--- src/rtl/deq_pkg.sv ---
// ---------------------------------------------------------------------------
// deq_pkg
// types, constants and ring helpers for the double-ended queue
// ---------------------------------------------------------------------------
package deq_pkg;

	localparam int DEPTH    = 16;
	localparam int DATA_W   = 32;
	localparam int OP_W     = 3;
	localparam int STATUS_W = 2;
	localparam int COUNT_W  = 5;
	localparam int PTR_W    = $clog2(DEPTH);
	localparam int CNT_W    = $clog2(DEPTH + 1);

	localparam logic [CNT_W-1:0] CNT_FULL = CNT_W'(DEPTH);
	localparam logic [PTR_W-1:0] PTR_LAST = PTR_W'(DEPTH - 1);

	typedef enum logic [OP_W-1:0] {
		OP_PUSH_FRONT = 3'd0,
		OP_PUSH_BACK  = 3'd1,
		OP_POP_FRONT  = 3'd2,
		OP_POP_BACK   = 3'd3,
		OP_SEARCH     = 3'd4
	} op_t;

	typedef enum logic [STATUS_W-1:0] {
		ST_DONE  = 2'd0,
		ST_EMPTY = 2'd1,
		ST_FULL  = 2'd2
	} status_t;

	typedef enum logic [2:0] {
		S_IDLE,
		S_EXEC,
		S_SRCH,
		S_READ,
		S_LOAD
	} state_t;

	typedef struct packed {
		logic              we;
		logic [PTR_W-1:0]  waddr;
		logic [DATA_W-1:0] wdata;
		logic [PTR_W-1:0]  raddr_a;
		logic [PTR_W-1:0]  raddr_b;
	} ram_ctl_t;

	typedef struct packed {
		logic             load;
		status_t          status;
		logic             found;
		logic [CNT_W-1:0] count;
	} res_ctl_t;

	function automatic logic [PTR_W-1:0] ring_next(logic [PTR_W-1:0] p);
		return (p == PTR_LAST) ? '0 : p + PTR_W'(1);
	endfunction

	function automatic logic [PTR_W-1:0] ring_prev(logic [PTR_W-1:0] p);
		return (p == '0) ? PTR_LAST : p - PTR_W'(1);
	endfunction

	// count as reported on the result, masked to the field width
	function automatic logic [COUNT_W-1:0] to_count(logic [CNT_W-1:0] c);
		logic [CNT_W+COUNT_W-1:0] w;
		w = {{COUNT_W{1'b0}}, c};
		return w[COUNT_W-1:0];
	endfunction

endpackage

--- src/rtl/deq_req_if.sv ---
// ---------------------------------------------------------------------------
// deq_req_if
// request channel: operation code and value, valid/ready handshake
// ---------------------------------------------------------------------------
interface deq_req_if;
	import deq_pkg::*;

	logic                     valid;
	logic                     ready;
	logic [OP_W-1:0]          operation;
	logic signed [DATA_W-1:0] value;

	modport source (output valid, output operation, output value, input ready);
	modport sink (input valid, input operation, input value, output ready);
endinterface

--- src/rtl/deq_res_if.sv ---
// ---------------------------------------------------------------------------
// deq_res_if
// result channel: status, search outcome, end values and fill state
// ---------------------------------------------------------------------------
interface deq_res_if;
	import deq_pkg::*;

	logic                     valid;
	logic                     ready;
	logic [STATUS_W-1:0]      status;
	logic                     found;
	logic signed [DATA_W-1:0] front_value;
	logic signed [DATA_W-1:0] back_value;
	logic                     empty_res;
	logic [COUNT_W-1:0]       count;

	modport source (output valid, output status, output found, output front_value,
		output back_value, output empty_res, output count, input ready);
	modport sink (input valid, input status, input found, input front_value,
		input back_value, input empty_res, input count, output ready);
endinterface

--- src/rtl/double_ended_queue_unit.sv ---
// push, pop and unused codes pass through the EXEC, READ and LOAD states, and LOAD
// waits for a free output register; a search of a non-empty ring adds SRCH, which
// walks the ring until a match or until every entry has been compared
// requests: a new one is taken only in IDLE, once the last result has been loaded;
// the serial compare walks the ring through read port a
// reset: arst_n clears pointers, count and handshake state; the ring holds no reset
// ---------------------------------------------------------------------------
// double_ended_queue_unit
// double-ended queue of signed 32-bit values in a ring with serial search
// ---------------------------------------------------------------------------
module double_ended_queue_unit (
	input  logic      clk,
	input  logic      arst_n,
	deq_req_if.sink   req,
	deq_res_if.source res
);
	import deq_pkg::*;

	ram_ctl_t          ram_ctl;
	res_ctl_t          res_ctl;
	logic [DATA_W-1:0] rdata_a;
	logic [DATA_W-1:0] rdata_b;
	logic              seq_ready;
	logic              req_fire;
	logic              res_free;
	logic              res_valid_q;

	// request taken only while the sequencer sits idle
	assign req.ready = seq_ready;
	assign req_fire  = req.valid && seq_ready;

	// the output register can take a new result when empty or being drained
	assign res_free = !res_valid_q || res.ready;

	// ring storage: write on push, port a for the front and the search walk,
	// port b for the back entry
	deq_ram #(
		.WIDTH(DATA_W),
		.DEPTH(DEPTH)
	) u_ram (
		.clk     (clk),
		.we      (ram_ctl.we),
		.waddr   (ram_ctl.waddr),
		.wdata   (ram_ctl.wdata),
		.raddr_a (ram_ctl.raddr_a),
		.raddr_b (ram_ctl.raddr_b),
		.rdata_a (rdata_a),
		.rdata_b (rdata_b)
	);

	// sequencer owns pointers, count and the compare loop
	deq_seq u_seq (
		.clk       (clk),
		.arst_n    (arst_n),
		.req_fire  (req_fire),
		.operation (req.operation),
		.value     (req.value),
		.rdata_a   (rdata_a),
		.res_free  (res_free),
		.ready     (seq_ready),
		.ram_ctl   (ram_ctl),
		.res_ctl   (res_ctl)
	);

	// result valid flag
	always_ff @(posedge clk or negedge arst_n) begin
		if (!arst_n) begin
			res_valid_q <= 1'b0;
		end else if (res_ctl.load) begin
			res_valid_q <= 1'b1;
		end else if (res.ready) begin
			res_valid_q <= 1'b0;
		end
	end

	// result payload, end values forced to zero when the ring is empty
	always_ff @(posedge clk) begin
		if (res_ctl.load) begin
			res.status      <= res_ctl.status;
			res.found       <= res_ctl.found;
			res.empty_res   <= (res_ctl.count == '0);
			res.count       <= to_count(res_ctl.count);
			res.front_value <= (res_ctl.count == '0) ? '0 : rdata_a;
			res.back_value  <= (res_ctl.count == '0) ? '0 : rdata_b;
		end
	end

	assign res.valid = res_valid_q;
endmodule

--- src/rtl/deq_ram.sv ---
// ---------------------------------------------------------------------------
// deq_ram
// generic ram, one write port and two registered read ports
// ---------------------------------------------------------------------------
module deq_ram #(
	parameter int WIDTH = 32,
	parameter int DEPTH = 16,
	parameter int AW    = $clog2(DEPTH)
) (
	input  logic             clk,
	input  logic             we,
	input  logic [AW-1:0]    waddr,
	input  logic [WIDTH-1:0] wdata,
	input  logic [AW-1:0]    raddr_a,
	input  logic [AW-1:0]    raddr_b,
	output logic [WIDTH-1:0] rdata_a,
	output logic [WIDTH-1:0] rdata_b
);
	logic [WIDTH-1:0] mem_q [DEPTH];

	always_ff @(posedge clk) begin
		if (we) begin
			mem_q[waddr] <= wdata;
		end
		rdata_a <= mem_q[raddr_a];
		rdata_b <= mem_q[raddr_b];
	end
endmodule

--- src/rtl/deq_seq.sv ---
// ---------------------------------------------------------------------------
// deq_seq
// sequencer: ring pointers, count, push/pop update and serial key search
// ---------------------------------------------------------------------------
module deq_seq (
	input  logic                             clk,
	input  logic                             arst_n,
	input  logic                             req_fire,
	input  logic [deq_pkg::OP_W-1:0]         operation,
	input  logic [deq_pkg::DATA_W-1:0]       value,
	input  logic [deq_pkg::DATA_W-1:0]       rdata_a,
	input  logic                             res_free,
	output logic                             ready,
	output deq_pkg::ram_ctl_t                ram_ctl,
	output deq_pkg::res_ctl_t                res_ctl
);
	import deq_pkg::*;

	state_t            state_q, state_d;
	logic [OP_W-1:0]   op_q;
	logic [DATA_W-1:0] key_q;
	logic [PTR_W-1:0]  front_q, front_d;
	logic [PTR_W-1:0]  back_q, back_d;
	logic [CNT_W-1:0]  cnt_q, cnt_d;
	status_t           status_q, status_d;
	logic              found_q, found_d;
	logic [CNT_W-1:0]  idx_q, idx_d;
	logic [PTR_W-1:0]  sp_q, sp_d;
	logic              pend_q, pend_d;
	logic              issue;

	always_ff @(posedge clk or negedge arst_n) begin
		if (!arst_n) begin
			state_q  <= S_IDLE;
			front_q  <= '0;
			back_q   <= '0;
			cnt_q    <= '0;
			status_q <= ST_DONE;
			found_q  <= 1'b0;
			idx_q    <= '0;
			sp_q     <= '0;
			pend_q   <= 1'b0;
		end else begin
			state_q  <= state_d;
			front_q  <= front_d;
			back_q   <= back_d;
			cnt_q    <= cnt_d;
			status_q <= status_d;
			found_q  <= found_d;
			idx_q    <= idx_d;
			sp_q     <= sp_d;
			pend_q   <= pend_d;
		end
	end

	always_ff @(posedge clk) begin
		if (req_fire) begin
			op_q  <= operation;
			key_q <= value;
		end
	end

	assign issue = (idx_q < cnt_q);

	always_comb begin
		state_d  = state_q;
		front_d  = front_q;
		back_d   = back_q;
		cnt_d    = cnt_q;
		status_d = status_q;
		found_d  = found_q;
		idx_d    = idx_q;
		sp_d     = sp_q;
		pend_d   = pend_q;
		ready    = 1'b0;

		ram_ctl.we      = 1'b0;
		ram_ctl.waddr   = back_q;
		ram_ctl.wdata   = key_q;
		ram_ctl.raddr_a = front_q;
		ram_ctl.raddr_b = ring_prev(back_q);

		res_ctl.load   = 1'b0;
		res_ctl.status = status_q;
		res_ctl.found  = found_q;
		res_ctl.count  = cnt_q;

		unique case (state_q)
			S_IDLE: begin
				ready = 1'b1;
				if (req_fire) begin
					status_d = ST_DONE;
					found_d  = 1'b0;
					state_d  = S_EXEC;
				end
			end
			S_EXEC: begin
				state_d = S_READ;
				unique case (op_q)
					OP_PUSH_FRONT: begin
						if (cnt_q >= CNT_FULL) begin
							status_d = ST_FULL;
						end else begin
							ram_ctl.we    = 1'b1;
							ram_ctl.waddr = ring_prev(front_q);
							front_d       = ring_prev(front_q);
							cnt_d         = cnt_q + CNT_W'(1);
						end
					end
					OP_PUSH_BACK: begin
						if (cnt_q >= CNT_FULL) begin
							status_d = ST_FULL;
						end else begin
							ram_ctl.we = 1'b1;
							back_d     = ring_next(back_q);
							cnt_d      = cnt_q + CNT_W'(1);
						end
					end
					OP_POP_FRONT: begin
						if (cnt_q == '0) begin
							status_d = ST_EMPTY;
						end else begin
							front_d = ring_next(front_q);
							cnt_d   = cnt_q - CNT_W'(1);
						end
					end
					OP_POP_BACK: begin
						if (cnt_q == '0) begin
							status_d = ST_EMPTY;
						end else begin
							back_d = ring_prev(back_q);
							cnt_d  = cnt_q - CNT_W'(1);
						end
					end
					OP_SEARCH: begin
						idx_d  = '0;
						sp_d   = front_q;
						pend_d = 1'b0;
						if (cnt_q != '0) begin
							state_d = S_SRCH;
						end
					end
					default: begin
						// unused codes leave pointers, count and status as they are
					end
				endcase
			end
			S_SRCH: begin
				// each cycle, one read is issued while entries remain and the pending read is compared
				ram_ctl.raddr_a = sp_q;
				if (issue) begin
					idx_d = idx_q + CNT_W'(1);
					sp_d  = ring_next(sp_q);
				end
				pend_d = issue;
				if (pend_q && (rdata_a == key_q)) begin
					found_d = 1'b1;
					state_d = S_READ;
				end else if (!issue && !pend_q) begin
					state_d = S_READ;
				end
			end
			S_READ: begin
				state_d = S_LOAD;
			end
			S_LOAD: begin
				if (res_free) begin
					res_ctl.load = 1'b1;
					state_d      = S_IDLE;
				end
			end
			default: begin
				state_d = S_IDLE;
			end
		endcase
	end
endmodule

--- src/flat_wrapper.sv ---
// flat-port wrapper written by rule: the top's interface ports become plain ports
module double_ended_queue_unit_flat import deq_pkg::*;
  (clk, arst_n, req_valid, req_operation, req_value, req_ready, res_valid, res_status, res_found, res_front_value, res_back_value, res_empty_res, res_count, res_ready);
  deq_req_if req_i ();
  deq_res_if res_i ();
  input  logic clk;
  input  logic arst_n;
  input wire logic [$bits(req_i.valid)-1:0] req_valid;
  input wire logic [$bits(req_i.operation)-1:0] req_operation;
  input wire logic [$bits(req_i.value)-1:0] req_value;
  output wire logic [$bits(req_i.ready)-1:0] req_ready;
  output wire logic [$bits(res_i.valid)-1:0] res_valid;
  output wire logic [$bits(res_i.status)-1:0] res_status;
  output wire logic [$bits(res_i.found)-1:0] res_found;
  output wire logic [$bits(res_i.front_value)-1:0] res_front_value;
  output wire logic [$bits(res_i.back_value)-1:0] res_back_value;
  output wire logic [$bits(res_i.empty_res)-1:0] res_empty_res;
  output wire logic [$bits(res_i.count)-1:0] res_count;
  input wire logic [$bits(res_i.ready)-1:0] res_ready;
  assign req_i.valid = req_valid;
  assign req_i.operation = req_operation;
  assign req_i.value = req_value;
  assign req_ready = req_i.ready;
  assign res_valid = res_i.valid;
  assign res_status = res_i.status;
  assign res_found = res_i.found;
  assign res_front_value = res_i.front_value;
  assign res_back_value = res_i.back_value;
  assign res_empty_res = res_i.empty_res;
  assign res_count = res_i.count;
  assign res_i.ready = res_ready;
  double_ended_queue_unit u_core (.clk(clk), .arst_n(arst_n), .req(req_i), .res(res_i));
endmodule
--- config.mk ---
export PLATFORM = sky130hd
export DESIGN_NAME = double_ended_queue_unit_flat
export DESIGN_NICKNAME = d
export VERILOG_FILES = /design/src/rtl/deq_pkg.sv /design/src/rtl/deq_req_if.sv /design/src/rtl/deq_res_if.sv /design/src/rtl/double_ended_queue_unit.sv /design/src/rtl/deq_ram.sv /design/src/rtl/deq_seq.sv /design/src/flat_wrapper.sv
export SDC_FILE = /design/constraint.sdc
export NUM_CORES = 1
export LEC_CHECK = 0
export BUFFER_PORTS_ARGS = -buffer_cell sky130_fd_sc_hd__buf_2
export CORE_MARGIN = 2
export CORE_UTILIZATION = 25
export CTS_CLUSTER_DIAMETER = 30
export DETAILED_ROUTE_END_ITERATION = 8
export GPL_TIMING_DRIVEN = 0
export PLACE_DENSITY = 0.37
export SLEW_MARGIN = 30
export SYNTH_ARGS = -nofsm -noshare
export SYNTH_HDL_FRONTEND = slang
export SYNTH_SLANG_ARGS = --single-unit
--- constraint.sdc ---
create_clock -name clk -period 8.3 [get_ports clk]
set_input_delay 2.075 -clock clk [delete_from_list [all_inputs] [get_ports clk]]
set_output_delay 2.075 -clock clk [all_outputs]
set_load 0.05 [all_outputs]
=== After elaboration in Yosys (flattened, before gate mapping) ===
Memories as Yosys holds them, arrays and structs flattened. A register that Yosys moved wholly into a read port is not among the register bits.
Cells that the tools add are included.

* Equality and inequality tests: 27
* Reduce and logical (&&, ||, !) cells: 30
* Order comparisons: 2
* Add/subtract/negate cells: 8
* Multiplexer cells: 50

{| class="wikitable"
|+ Operators by type and width
! cell !! number
|-
| two-way mux 4 bit || 13
|-
| == test 32 bit || 1
|-
| two-way mux 5 bit || 6
|-
| case mux 4 bit (2 select lines) || 3
|-
| case mux 5 bit (2 select lines) || 2
|-
| inequality test 2 bit, second input constant || 9
|-
| case mux 3 bit (5 select lines) || 1
|-
| nonzero test 2 bit || 7
|-
| two-way mux 1 bit || 13
|-
| adder 4 x 1 -> 4 bit, second input constant || 3
|-
| == test 3 x 2 -> 1 bit, second input constant || 4
|-
| == test 4 bit, second input constant || 3
|-
| two-way mux 3 bit || 4
|-
| AND reduction 4 bit || 3
|-
| adder 5 x 1 -> 5 bit, second input constant || 2
|-
| inequality test 3 bit, second input constant || 3
|-
| AND reduction 3 bit || 3
|-
| logical NOT 4 bit || 2
|-
| case mux 2 bit (2 select lines) || 2
|-
| subtractor 4 x 1 -> 4 bit, second input constant || 2
|-
| == test 3 x 1 -> 1 bit, second input constant || 2
|-
| == test 3 bit, second input constant || 2
|-
| logical NOT 3 bit || 2
|-
| two-way mux 2 bit || 3
|-
| 14 further kinds || 22
|}

* Memories: 1
* Input bits: 39
* Output and inout port bits: 75
* Word-level logic and storage cells: 136
* Memory bits (writable): 512
* Bits in registers: 138

{| class="wikitable"
|+ Memory list
! memory !! words !! width !! read ports !! clocked after Yosys merged registers in !! write ports !! line !! source
|-
| u_core.u_ram.mem_q || 16 || 32 || 2 || 2 || 1 || deq_ram.sv:19 || <nowiki>logic [WIDTH-1:0] mem_q [DEPTH];</nowiki>
|}

=== Logic depth before layout (Yosys ltp) ===
Gate-level depths: netlist of the first run.

* Depth after elaboration: 7
* Gate-level depth with buffers: 11
* Mapped depth without buffers: 8

=== Modules after synthesis ===
A second synthesis of the first run with hierarchy kept.

* Cells, all modules: 1614
* Area total of the unflattened synthesis: 30483.0 um^2

{| class="wikitable"
|+ By module, submodules not included
! module !! cells each !! area each (um^2) !! seq. area each (um^2) !! instances
|-
| deq_ram || 1141 || 24188.2 || 16656.0 || 1
|-
| deq_seq || 315 || 3424.5 || 1776.7 || 1
|-
| double_ended_queue_unit || 158 || 2870.3 || 2217.1 || 1
|}

=== Worst setup path before layout of the first run ===
OpenSTA, ideal clock, no wires.

* Kind: in2reg
* Start point: input port res_ready
* End point: register u_core.res.back_value[0], enable pin
* Required time: 7.861 ns
* Setup time: 0.439 ns
* Stages: 2
* Arrival: 3.955 ns
* Buffers on the path: 0
* Path slack: 3.905 ns
* Cells stage by stage: nand2b_1 -> and3_1

{| class="wikitable"
|+ RTL lines
! what !! line !! source
|-
| from (decl) || flat_wrapper.sv:19 || <nowiki>input wire logic [$bits(res_i.ready)-1:0] res_ready;</nowiki>
|-
| to (signal assigned) || double_ended_queue_unit.sv:84 || <nowiki>res.back_value <= (res_ctl.count == '0) ? '0 : rdata_b;</nowiki>
|-
| to (decl) || deq_res_if.sv:18 || <nowiki>output back_value, output empty_res, output count, input ready);</nowiki>
|}

=== Worst setup path after layout of the first run ===
* Start point: register u_core.u_seq.back_q[0]
* End point: register u_core.u_ram.rdata_b[21] (read register of u_core.u_ram.mem_q)

* Word-level cells in the longest chain between the ends: 2
* Elaborated cells between the ends (all ways): 3
* Those cells by class: add/sub: 1; mux: 1; reduce/logical: 1

{| class="wikitable"
|+ Ends and longest elaborated chain
! what !! line !! source
|-
| from (decl) || deq_seq.sv:23 || <nowiki>logic [PTR_W-1:0] back_q, back_d;</nowiki>
|-
| from (signal assigned) || deq_seq.sv:46 || <nowiki>back_q <= back_d;</nowiki>
|-
| subtractor 4 x 1 -> 4 bit or logical NOT 4 bit (tied branches) || deq_pkg.sv:60 || <nowiki>return (p == '0) ? PTR_LAST : p - PTR_W'(1);</nowiki>
|-
| two-way mux 4 bit (*) || deq_pkg.sv:60 ||
|-
| to (decl) || deq_ram.sv:17 || <nowiki>output logic [WIDTH-1:0] rdata_b</nowiki>
|}

Every way passes the cells marked *; elsewhere a longest branch is shown, timed or not.
A chain may end at the register's enable or synchronous reset.

==> results.json, run 1 <==
{
  "outcome": "finished, final reports clean",
  "post-dp-hpwl_um": 105000,
  "final.setup_skew_ps": 30.8,
  "antenna_found_initial": 3,
  "ys.flop_type": "edfxtp_1",
  "htreeDepth": 4,
  "mappedNetlistArea_um2": 34000,
  "routed_wl_um": 153000,
  "ys_types": 71,
  "final_core_util": 0.339,
  "root_buffer": "clkbuf_16",
  "synthArstFlopShare": 0.0420,
  "rsz0062_at_grt": "false",
  "cts_setup_buffers": 0,
  "power.internal_mw": 13.3,
  "clock_path_buffers": 3,
  "cpPeakStageDelay_ps": 670,
  "routedWlPerCell_um": 32.6,
  "period_share": 0.616,
  "p_sw_frac": 0.415,
  "ys_ff_latch": 714,
  "start_kind": "register",
  "core-area_um2": 135000,
  "via_per_inst": 5.22,
  "dieHeight_um": 373,
  "cts_hold_buf": 0,
  "p_switching_mw": 9.41,
  "port_buffers": 113,
  "ant_nets": 0,
  "drive_above_1_share": 0.266,
  "clock_sinks": 714,
  "max_freq_mhz": 196,
  "cp.required_ps": 8980,
  "crit_arrival_ps": 5800,
  "path_clk_slew_ps": 40,
  "insertion_delay_ps": 810,
  "power_frac_comb": 0.429,
  "vias": 24600,
  "synth_nets": 2411,
  "grt_max_degree": 32,
  "worstPathCellList": "inv_1, clkbuf_1, ha_1, clkbuf_1, clkbuf_1, clkbuf_2, nand2_1, o211ai_1, a32o_1",
  "track_usage": 0.217,
  "synth_edf_count": 620,
  "grt_pass1_wl_um": 207000,
  "worst_setup_path_end_kind": "register",
  "crit_top_cell": "clkbuf_1",
  "setup_viol": 0,
  "die-area_um2": 139000,
  "cts.repair.resized": 0,
  "place.gp.congestion": 0.870,
  "fp.dieW_um": 373,
  "leakage_nw": 17.0,
  "cts_tree": "yes",
  "hold_path.class": "reg2reg",
  "timing.final.hold_violations": 0,
  "ios": 114,
  "syn_inst": 2358,
  "drt_iter0_drc": 2373,
  "fin_crit_ps": 5110,
  "grt_pass1_vias": 25100,
  "cellPowerDensity_nw_per_um2": 496,
  "cp_max_fo": 10,
  "start_util": 0.251,
  "ys_seq_area_frac": 0.608,
  "drc": 0,
  "diodes": 0,
  "nNetsFinal": 2793,
  "ir_drop_mv": 0.300,
  "maxSlewViolCount": 0,
  "numCtsBuffers": 209,
  "fillerInstances": 13200,
  "yosys_warnings": 0,
  "area_growth_pct": 34.7,
  "postSynthAreaPerCell_um2": 14.4,
  "rows": 135,
  "tns_ps": 0,
  "tightestPinTransition_ps": 1100,
  "maxCapViolCount": 0,
  "slew_headroom": 0.266,
  "clockPowerShare": 0.356,
  "p_seq_frac": 0.215,
  "slowest_stage": "clkbuf_1",
  "crit_type": "reg2reg",
  "grt.overflow.total": 0,
  "dr.pass1.iters": 5
}
metal layers:
metal  share of wire  routed length, um  up-vias  GRT usage
met3           0.074              11400      282     0.0485
met1            0.44              67300    12800      0.294
met4           0.035               5420        2     0.0855
met5        0.000065                 10        -          0
met2            0.45              69400     1261      0.336
li1                -                  -    10300          -
registers in the layout (all words and copies together) (netlist names), 2 cells and up:
signal / count
u_core.u_ram.mem_q: 512
u_core.res.back_value: 32
u_core.res.front_value: 32
u_core.u_ram.rdata_a: 32
u_core.u_ram.rdata_b: 32
u_core.u_seq.key_q: 32
u_core.res.count: 5
u_core.u_seq.cnt_q: 5
u_core.u_seq.idx_q: 5
u_core.u_seq.back_q: 4
u_core.u_seq.front_q: 4
u_core.u_seq.sp_q: 4
u_core.u_seq.op_q: 3
u_core.u_seq.state_q: 3
u_core.res.status: 2
u_core.u_seq.status_q: 2
worst max-delay path, delay by kind of cell, from the launching register on:
family	cells	cell delay, ps
and+or+nand+nor	1	650
adders and majority gates	1	460
AOI/OAI and AO/OA	2	730
DFF	1	640
buffers and inverters	5	2510
logic make-up (layout without fill, tap and decap cells):
kind of cell | count (synthesis) | after routing | share of synthesized area
AOI/OAI and AO/OA | 499 | 499 | 0.110
buffers and inverters | 298 | 863 | 0.0377
xor gates and xnor gates | 46 | 46 | 0.0119
muxes | 499 | 499 | 0.183
DFF | 714 | 714 | 0.608
and+or+nand+nor | 288 | 288 | 0.0444
adders and majority gates | 14 | 14 | 0.00538
power by group through the flow:
| stage | logic, mW | registers [mW] | clock network (mW) |
|---|---|---|---|
| floorplan | 5.07 | 4.96 | 0 |
| global route | 10.0 | 4.92 | 8.38 |
| detailed placement | 9.61 | 4.92 | 0 |
| CTS | 9.65 | 4.87 | 8.19 |
| finish | 9.74 | 4.87 | 8.07 |
| global placement | 9.33 | 4.93 | 0 |
synthesized netlist by cell type, drive strengths merged (13+ instances only):
master  instances  area, um^2
a211oi        231        1740
nor2b          68         425
dfrtp          30         751
dfxtp          64        1280
nand2b         13        81.3
ha             13         163
o32ai          35         307
xnor2          34         298
buf            76         448
inv           108         405
mux2i         388        3880
mux4           97        2180
edfxtp        620       18600
a21oi          32         160
nand2          69         259
mux2           14         158
a22oi          42         315
nor2           39         154
o21ai          50         250
a211o          29         254
a21o           15         113
nand3          41         205
clkbuf        113         424
placed cells by master (no fill, tap or decap), drive strengths merged, types with 5 or more instances in the layout:
| cell | count |
|---|---|
| edfxtp | 620 |
| mux2i | 388 |
| clkbuf | 369 |
| buf | 246 |
| a211oi | 231 |
| inv | 116 |
| mux4 | 97 |
| clkinv | 73 |
| nand2 | 69 |
| nor2b | 68 |
| dfxtp | 64 |
| o21ai | 50 |
| a22oi | 42 |
| nand3 | 41 |
| nor2 | 39 |
| o32ai | 35 |
| xnor2 | 34 |
| a21oi | 32 |
| bufinv | 30 |
| dfrtp | 30 |
| a211o | 29 |
| clkinvlp | 29 |
| a21o | 15 |
| mux2 | 14 |
| nand2b | 13 |
| ha | 13 |
| a32o | 12 |
| xor2 | 12 |
| nor3 | 11 |
| a311o | 9 |
| nand4 | 9 |
| and2 | 9 |
| o221ai | 8 |
| nor4 | 8 |
| o31ai | 6 |
| nor3b | 5 |
final timing paths:
| kind | from | end | slack (ps) | depth (start not counted) |
|---|---|---|---|---|
| setup / recovery | u_core.u_seq.back_q[0]$_DFFE_PN0P_ | u_core.u_ram.rdata_b[21]$_DFF_P_ | 3190 | 9 |
| hold / removal | u_core.u_seq.status_q[0]$_DFFE_PN0P_ | u_core.res.status[0]$_DFFE_PP_ | 440 | 0 |
| setup reg to reg | u_core.u_seq.back_q[0]$_DFFE_PN0P_ | u_core.u_ram.rdata_b[21]$_DFF_P_ | 3190 | 9 |
| hold reg to reg | u_core.u_seq.status_q[0]$_DFFE_PN0P_ | u_core.res.status[0]$_DFFE_PP_ | 440 | 0 |
| max in group asynchronous | arst_n | u_core.u_seq.found_q$_DFFE_PN0P_ | 6440 | 1 |
| min in group asynchronous | arst_n | u_core.u_seq.cnt_q[4]$_DFFE_PN0P_ | 1360 | 1 |
layout make-up:
type	instances	area (um^2)	area share
clock inverters	139	1620	0.0354
flip-flops and latches	714	20600	0.451
inverters	109	409	0.00894
clock buffers	255	5600	0.122
well taps	1781	2230	0.0487
repair buffers	171	2080	0.0454
multi-input cells	1346	12200	0.267
plain buffers	189	932	0.0204
through the flow:
stage	instances	total power [mW]	setup WS, ps	hold slack (ps)	area (um^2)
floorplan	2358	10.0	3910	425	34000
global placement	4252	14.3	104	434	36800
detailed placement	4308	14.5	3440	435	38500
CTS	4702	22.7	3420	445	45700
global route	4704	23.3	3290	458	45800
finish	4704	22.7	3190	443	45800
(Power assumes the default switching activity.)
==> run 2: changes to the inputs <==
--- a/config.mk
+++ b/config.mk
@@ -5,6 +5,7 @@
 export SDC_FILE = /design/constraint.sdc
 export NUM_CORES = 1
 export LEC_CHECK = 0
+export ABC_AREA = 1
 export BUFFER_PORTS_ARGS = -buffer_cell sky130_fd_sc_hd__buf_2
 export CORE_MARGIN = 2
 export CORE_UTILIZATION = 25
==> constraint.sdc (replaced) <==
create_clock -name clk -period 4.8 [get_ports clk]
set_input_delay 1.2 -clock clk [delete_from_list [all_inputs] [get_ports clk]]
set_output_delay 1.2 -clock clk [all_outputs]
set_load 0.05 [all_outputs]
==> results.json, run 2 <==
{
  "outcome": "finished, final reports clean",
  "ys_ff_latch": 714,
  "whs_ps": 450,
  "mappedNetlistArea_um2": 34300,
  "core-area_um2": 136000,
  "fp.dieW_um": 375,
  "largest_reg_flops": 512,
  "synthArstFlopShare": 0.0420,
  "final_core_util": 0.337,
  "htreeDepth": 4,
  "power.internal_mw": 22.0,
  "synth_top_area_frac": 0.542,
  "via_per_inst": 4.95,
  "nNetsFinal": 4221,
  "power_mw": 42.4,
  "max_freq_mhz": 261,
  "ant_nets": 0,
  "tns_ps": 0,
  "mostFrequentLayoutCells": "nand2_1 (986), inv_1 (663), edfxtp_1 (620)",
  "fin_crit_ps": 3830,
  "slowest_stage": "nand3_1",
  "final_cells": 6129,
  "synth_area_leaders": "edfxtp_1 (54%), nand2_1 (11%), nand3_1 (9.0%), inv_1 (7.2%), dfxtp_1 (3.7%)",
  "grt.overflow.total": 0,
  "regMostFlops": "u_core.u_ram.mem_q",
  "ir_drop_mv": 0.499,
  "cts_hold_buf": 0,
  "slew_headroom": 0.245,
  "clock_sinks": 714,
  "cts_setup_buffers": 0,
  "clock_path_buffers": 3,
  "insertion_delay_ps": 820,
  "cp.required_ps": 5300,
  "vias": 30300,
  "grt_pass1_vias": 28500,
  "routed_wl_um": 176000,
  "path_clk_slew_ps": 50,
  "root_buffer": "clkbuf_16",
  "met1_usage": 0.333,
  "start_util": 0.253,
  "mostFrequentLayoutCell": "nand2_1",
  "drt_iter0_drc": 4001,
  "cts_tree": "yes",
  "postSynthAreaPerCell_um2": 9.03,
  "cpPeakStageDelay_ps": 540,
  "worstPathCellList": "nor2_1, nand2_2, nor2_4, inv_2, nor2_2, nand2_1, o21ai_0, nand3_1, nor2_4, buf_16, buf_16, buf_8",
  "crit_arrival_ps": 4330,
  "maxSlewViolCount": 0,
  "ys.flop_type": "edfxtp_1",
  "p_seq_frac": 0.201,
  "dieHeight_um": 375,
  "final.setup_skew_ps": 36.7,
  "post-place-cells": 5744,
  "synth_nets": 3856,
  "ios": 114,
  "synth.most_common_cell": "nand2_1",
  "leakage_nw": 19.8,
  "place.gp.congestion": 0.919,
  "clockPowerShare": 0.337,
  "ys_seq_area_frac": 0.601,
  "cpLargestDelayFamily": "simple AND/OR/NAND/NOR gates",
  "numCtsBuffers": 203,
  "worst_setup_path_end_kind": "register",
  "port_buffers": 113,
  "use_met2": 0.366,
  "crit_type": "reg2reg",
  "p_switching_mw": 20.4,
  "routedWlPerCell_um": 28.7,
  "synth_top_area_cell": "edfxtp_1",
  "start_kind": "register",
  "hold_path.class": "reg2reg",
  "p_sw_frac": 0.480,
  "period_share": 0.798,
  "cp_max_fo": 12,
  "tightestPinTransition_ps": 1130,
  "ys_types": 36,
  "drive_above_1_share": 0.154,
  "grt_max_degree": 31,
  "cts.repair.resized": 0,
  "grt_pass1_wl_um": 237000,
  "timing.final.hold_violations": 0,
  "power_frac_comb": 0.463,
  "antenna_found_initial": 16,
  "dr.pass1.iters": 6,
  "yosys_warnings": 0,
  "rows": 135,
  "die-area_um2": 140000,
  "synth_edf_count": 620,
  "post-dp-hpwl_um": 122000,
  "setup_viol": 0,
  "area_growth_pct": 33.4,
  "busiest_layer": "met2",
  "rsz0062_at_grt": "false",
  "cp_num_buf_inv": 4,
  "syn_inst": 3803,
  "maxCapViolCount": 0,
  "cellPowerDensity_nw_per_um2": 926,
  "drc": 0,
  "global_route.usage.met3": 0.0554,
  "synth_commonest_cells": "nand2_1 (986), inv_1 (663), edfxtp_1 (620)",
  "track_usage": 0.246
}
==> run 2: stage by stage <==
step | setup WS [ps] | cell area, um^2
CTS | 1120 | 45800
floorplan | 1.81 | 34300
global placement | -1910 | 37100
finish | 968 | 45800
detailed placement | 1130 | 38500
global route | 910 | 45800
==> run 2: cell type report <==
| cell class | instances | area, um^2 |
|---|---|---|
| inverters | 668 | 2510 |
| plain buffers | 217 | 1010 |
| flip-flops and latches | 714 | 20600 |
| multi-input cells | 2204 | 10400 |
| clock inverters | 137 | 1800 |
| repair buffers | 160 | 1730 |
| clock buffers | 242 | 5450 |
| fillers | 13800 | 90200 |
| diodes | 6 | 15.0 |
| well taps | 1781 | 2230 |
==> run 2: path summary, 6_finish.rpt <==
kind	from	end	slack [ps]	depth (start not counted)
worst max-delay path	u_core.u_seq.state_q[1]$_DFFE_PN0P_	u_core.u_ram.mem_q[8][16]$_DFFE_PP_	970	12
worst min-delay path	u_core.u_seq.cnt_q[4]$_DFFE_PN0P_	u_core.res.count[4]$_DFFE_PP_	450	0
worst max register to register	u_core.u_seq.state_q[1]$_DFFE_PN0P_	u_core.u_ram.mem_q[8][16]$_DFFE_PP_	970	12
worst min register to register	u_core.u_seq.cnt_q[4]$_DFFE_PN0P_	u_core.res.count[4]$_DFFE_PP_	450	0
max in group asynchronous	arst_n	u_core.u_seq.idx_q[3]$_DFFE_PN0P_	3810	1
min in group asynchronous	arst_n	u_core.u_seq.back_q[1]$_DFFE_PN0P_	480	1
==> run 2: worst register-to-register path, delay by kind of cell (launching register included) <==
family	cells	cell delay, ps
compound gates	1	280
flops	1	410
buf+inv	4	670
simple gates	7	2170
==> run 2: logic make-up (layout without fill, tap and decap cells) <==
| family | Yosys count | after routing | share of synthesized area |
|---|---|---|---|
| AND/OR/NAND/NOR | 1700 | 1700 | 0.210 |
| other | 0 | 6 | 0 |
| buffers and inverters | 885 | 1424 | 0.0997 |
| AO/OA/AOI/OAI | 471 | 471 | 0.0789 |
| flip-flops | 714 | 714 | 0.601 |
| XOR/XNOR | 19 | 19 | 0.00485 |
| adder cells (fa/ha/maj) | 14 | 14 | 0.00532 |
==> run 2: power by group through the flow <==
stage | sequential [mW] | clock [mW] | combinational [mW]
6_report | 8.51 | 14.3 | 19.6
5_1_grt | 8.59 | 14.8 | 20.0
4_1_cts | 8.50 | 14.4 | 18.9
3_5_place_dp | 8.60 | 0 | 18.9
3_3_place_gp | 8.68 | 0 | 18.5
2_1_floorplan | 8.64 | 0 | 8.46
==> run 2: metal layers <==
layer | part of all wire | up-vias
li1 | - | 13400
met3 | 0.097 | 439
met4 | 0.056 | 6
met5 | 0.00025 | -
met2 | 0.43 | 1874
met1 | 0.42 | 14600
